## src/sv/tgcw_pkg.sv

```systemverilog
// shared types and constants for the text grid cursor writer
// no dependencies; imported by every module of the block but tgcw_ram
`default_nettype none

package tgcw_pkg;

    localparam int TGCW_COLUMNS = 80;
    localparam int TGCW_ROWS    = 25;
    localparam int CHAR_W       = 8;
    localparam int QUEUE_DEPTH  = 4;

    localparam logic [7:0] CH_CR    = 8'h0D;
    localparam logic [7:0] CH_LF    = 8'h0A;
    localparam logic [7:0] CH_TAB   = 8'h09;
    localparam logic [7:0] CH_SPACE = 8'h20;
    localparam int         TAB_MASK = 7;

    typedef logic [2:0] t_kind;
    localparam t_kind K_CHAR = 3'd0;
    localparam t_kind K_CR   = 3'd1;
    localparam t_kind K_LF   = 3'd2;
    localparam t_kind K_TAB  = 3'd3;
    localparam t_kind K_READ = 3'd4;

    typedef struct packed {
        t_kind      kind;
        logic [7:0] byte_in;
        logic [4:0] read_row;
        logic [6:0] read_column;
        logic       in_range;
        logic       chunk_end;
    } t_cmd;

endpackage

`default_nettype wire

```

## src/sv/tgcw_front.sv

```systemverilog
// front end: takes input beats, classifies them and queues commands
// depends on tgcw_pkg
`default_nettype none

module tgcw_front
    import tgcw_pkg::*;
#(
    parameter int COLUMNS = TGCW_COLUMNS,
    parameter int ROWS    = TGCW_ROWS
) (
    input  wire         i_clk,
    input  wire         i_rst_n,
    input  wire         i_run,
    input  wire         i_valid,
    output logic        o_ready,
    input  wire         i_operation,
    input  wire  [7:0]  i_byte_in,
    input  wire  [4:0]  i_read_row,
    input  wire  [6:0]  i_read_column,
    input  wire         i_chunk_end,
    output logic        o_q_valid,
    output t_cmd        o_q_cmd,
    input  wire         i_q_pop
);

    localparam int QAW = $clog2(QUEUE_DEPTH);

    t_cmd             w_cmd;
    logic             w_push;
    t_cmd             r_q [QUEUE_DEPTH];
    logic [QAW-1:0]   r_wp, n_wp;
    logic [QAW-1:0]   r_rp, n_rp;
    logic [QAW:0]     r_cnt, n_cnt;
    logic             w_full;

    always_comb begin
        w_cmd.byte_in     = i_byte_in;
        w_cmd.read_row    = i_read_row;
        w_cmd.read_column = i_read_column;
        w_cmd.chunk_end   = i_chunk_end;
        w_cmd.in_range    = ({4'b0, i_read_row} < 9'(ROWS))
                         && ({2'b0, i_read_column} < 9'(COLUMNS));
        priority if (i_operation) begin
            w_cmd.kind = K_READ;
        end else if (i_byte_in == CH_CR) begin
            w_cmd.kind = K_CR;
        end else if (i_byte_in == CH_LF) begin
            w_cmd.kind = K_LF;
        end else if (i_byte_in == CH_TAB) begin
            w_cmd.kind = K_TAB;
        end else begin
            w_cmd.kind = K_CHAR;
        end
    end

    assign w_full    = (r_cnt == (QAW+1)'(QUEUE_DEPTH));
    assign o_ready   = i_run && !w_full;
    assign w_push    = i_valid && o_ready;
    assign o_q_valid = (r_cnt != '0);
    assign o_q_cmd   = r_q[r_rp];

    always_comb begin
        n_wp  = w_push ? r_wp + QAW'(1) : r_wp;
        n_rp  = i_q_pop ? r_rp + QAW'(1) : r_rp;
        n_cnt = r_cnt + (QAW+1)'(w_push) - (QAW+1)'(i_q_pop);
    end

    always_ff @(posedge i_clk) begin
        if (!i_rst_n) begin
            r_wp  <= '0;
            r_rp  <= '0;
            r_cnt <= '0;
        end else begin
            r_wp  <= n_wp;
            r_rp  <= n_rp;
            r_cnt <= n_cnt;
        end
    end

    always_ff @(posedge i_clk) begin
        if (w_push) begin
            r_q[r_wp] <= w_cmd;
        end
    end

endmodule

`default_nettype wire

```

## config.mk

```make
export PLATFORM = sky130hd
export DESIGN_NAME = tgcw_front
export DESIGN_NICKNAME = d
export VERILOG_FILES = /design/src/sv/tgcw_pkg.sv /design/src/sv/tgcw_front.sv
export SDC_FILE = /design/constraint.sdc
export NUM_CORES = 1
export LEC_CHECK = 0
export ABC_AREA = 1
export ABC_CLOCK_PERIOD_IN_PS = 2700
export BUFFER_PORTS_ARGS = -buffer_cell sky130_fd_sc_hd__buf_4
export CAP_MARGIN = 20
export CORE_UTILIZATION = 57
export CTS_CLUSTER_DIAMETER = 30
export DETAILED_ROUTE_END_ITERATION = 12
export PLACE_DENSITY = 0.8
export SKIP_CTS_REPAIR_TIMING = 1
export SLEW_MARGIN = 0
export SYNTH_ARGS = -nofsm -noshare
export SYNTH_HDL_FRONTEND = slang
export SYNTH_SLANG_ARGS = --single-unit
```

## constraint.sdc

```tcl
create_clock -name i_clk -period 2.7 [get_ports i_clk]
set_input_delay 0.135 -clock i_clk [delete_from_list [all_inputs] [get_ports i_clk]]
set_output_delay 0.135 -clock i_clk [all_outputs]
set_load 0.005 [all_outputs]
```

==> results.yml <==
synthesis:
  ys_seq_elements: 109
  post-synth-top-count-cell: "edfxtp_1"
  synth_edf_count: 100
  synth_ff_type: "edfxtp_1"
  yosysUniqueCellTypes: 24
  yosys-top-cells-count: "edfxtp_1, nor2_1, o21ai_0, o22ai_1, inv_1"
  postSynthCellCount: 317
  synth_warnings: 0
  synth.cell_area_um2: 4270
  synth_top_area_cell: "edfxtp_1"
  async_reset_ff_share_pct: 0
  ys_seq_area_share_pct: 74.6
  synth_fp_nets: 351
  yosysTopAreaCellShare_pct: 70.4
  synth.avg_cell_area_um2: 13.5
  synth_area_leaders: "edfxtp_1, nor2_1, o21ai_0"
critical_path:
  path_class: "reg2out"
  arrival_ns: 1.87
  reg2reg_from: "r_cnt[1]"
  crit_path_start_kind: "flip-flop"
  crit_required_ns: 2.57
  cp_max_fo: 29
  end_kind: "output pin"
detailed_routing:
  wl_per_cell_um: 16.2
  route.antenna.remaining_nets: 0
  drtIter0Drc: 232
  route.final.wire_length_mm: 8.11
  avgViaCountPerCell: 5.43
  vias: 2709
  drc_errors: 0
  first_pass_iters: 5
sta:
  setup_tns_ns: 0
  finalCriticalPeriod_ns: 2.01
  rsz0062_at_grt: "false"
  fmax_mhz: 498
  final_max_slew_viol_count: 0
  slew_headroom_pct: 62.3
  setup_violations: 0
  period_share_pct: 74.4
  worst_pin_slew_ns: 0.564
  finalHoldViolations: 0
  skew_ns: 0.00857
cells_and_area:
  n_antenna_cell: 0
  syn2layout_area_growth_pct: 20.5
  fin_area_um2: 5140
  drive_above_1_share_pct: 20.5
  final_nets: 429
global_route:
  grt_pass1_wl_mm: 11.7
  grt_max_degree: 51
  grt_pass1_vias: 2359
  grt_usage_pct: 20.9
  antenna_found_initial: 0
  grt.overflow.total: 0
clock_network:
  cts_root_buffer: "clkbuf_8"
  cts_max_level: 3
  cts_inserted_buffers: 9
  clkTransAtPathRegs_ns: 0.09
  clock_latency_ns: 0.36
  cts_tree: "done"
  cts.sinks: 109
  cts_max_path_buffers: 2
placement:
  io_buffers: 53
  gp_congestion: 0.707
  placed_cell_area_um2: 4730
  dp.final_hpwl_mm: 4.64
hold_path:
  min_from: "i_rst_n"
  hold_class: "in2reg"
pwr:
  peakVddDrop_v: 0.000449
  p_per_area_nw_per_um2: 663
  leakagePower_nw: 1.86
die:
  die_w_um: 88.5
  core-area_um2: 7250
  chipHeight_um: 88.5
  die_area_um2: 7830
  io_pins: 54
  start_util_pct: 58.8
  num_rows: 31
run_status:
  status: "finished clean"
flow_run:
  drv_cap: 0
per-layer routing:
| metal | vias to the layer above | global-route usage (%) | share of wire, % |
|---|---|---|---|
| li1 | 1297 | - | - |
| met1 | 1301 | 28.5 | 44 |
| met2 | 102 | 33.1 | 50 |
| met3 | 9 | 3.92 | 5.3 |
| met4 | 0 | 9.82 | 1.3 |
| met5 | - | 0 | 0 |
report_power, final:
part	internal, W	switching (W)	leakage, nW	total (W)
sequential	0.00194	0.0000402	0.983	0.00198
combinational	0.000221	0.000267	0.798	0.000488
clock	0.000426	0.000518	0.0822	0.000944
worst max-delay path, cell delays in order (launching register included):
cell and delay (ns):
dfxtp_1 0.34, buf_4 0.27, buf_4 0.34, o21ai_0 0.15
o22ai_1 0.26, buf_4 0.15
registers in the layout (all words and copies together) (netlist names), named ones only:
name and cells:
r_q 100, r_cnt 3, r_rp 2, r_wp 2
path summary, 6_finish.rpt:
| check | slack, ns | end | depth (start not counted) |
|---|---|---|---|
| hold reg to reg | 0.49 | flip-flop | 1 |
| setup / recovery | 0.69 | o_q_cmd[24] | 5 |
| hold / removal | 0.02 | r_cnt[0] | 3 |
| setup reg to reg | 0.83 | r_cnt[2] | 11 |
final cells by class:
cell class,instances,area (µm²)
clock buffers,10,128
clock inverters,6,63.8
fillers,500,2110
inverters,21,81.3
multi-input cells,172,892
flip-flops and latches,109,3180
well taps,99,124
repair buffers,82,671
placed cells by master, fill, tap and decap left out, types with 10 or more instances in the layout:
master         instances
edfxtp_1             100
nor2_1                60
buf_4                 60
o21ai_0               43
o22ai_1               25
dlygate4sd3_1         22
inv_1                 19
o21ai_1               10
nand2_1               10
metrics by stage:
stage / hold slack (ns) / setup WS (ns) / utilization, % / power (W) / instances
after floorplan: 0.233 / 0.551 / - / 0.00227 / 317
after global placement: 0.335 / 0.901 / 65.2 / 0.00246 / 461
after detailed placement: 0.341 / 0.838 / 65.2 / 0.00248 / 461
after CTS: -0.0398 / 0.684 / 67.9 / 0.00340 / 477
after global routing: 0.0362 / 0.539 / 70.9 / 0.00356 / 499
final: 0.0177 / 0.691 / 70.9 / 0.00341 / 499
cells by family (layout without fill, tap and decap cells):
logic type | Yosys count | after routing | synth area share [%]
and+or+nand+nor | 82 | 82 | 7.68
AOI/OAI and AO/OA | 81 | 81 | 10.4
xor gates and xnor gates | 2 | 2 | 0.411
adders and majority gates | 7 | 7 | 2.23
DFF | 109 | 109 | 74.6
buffers and inverters | 36 | 119 | 4.72
Note: power is estimated with default switching activity, not from simulation.
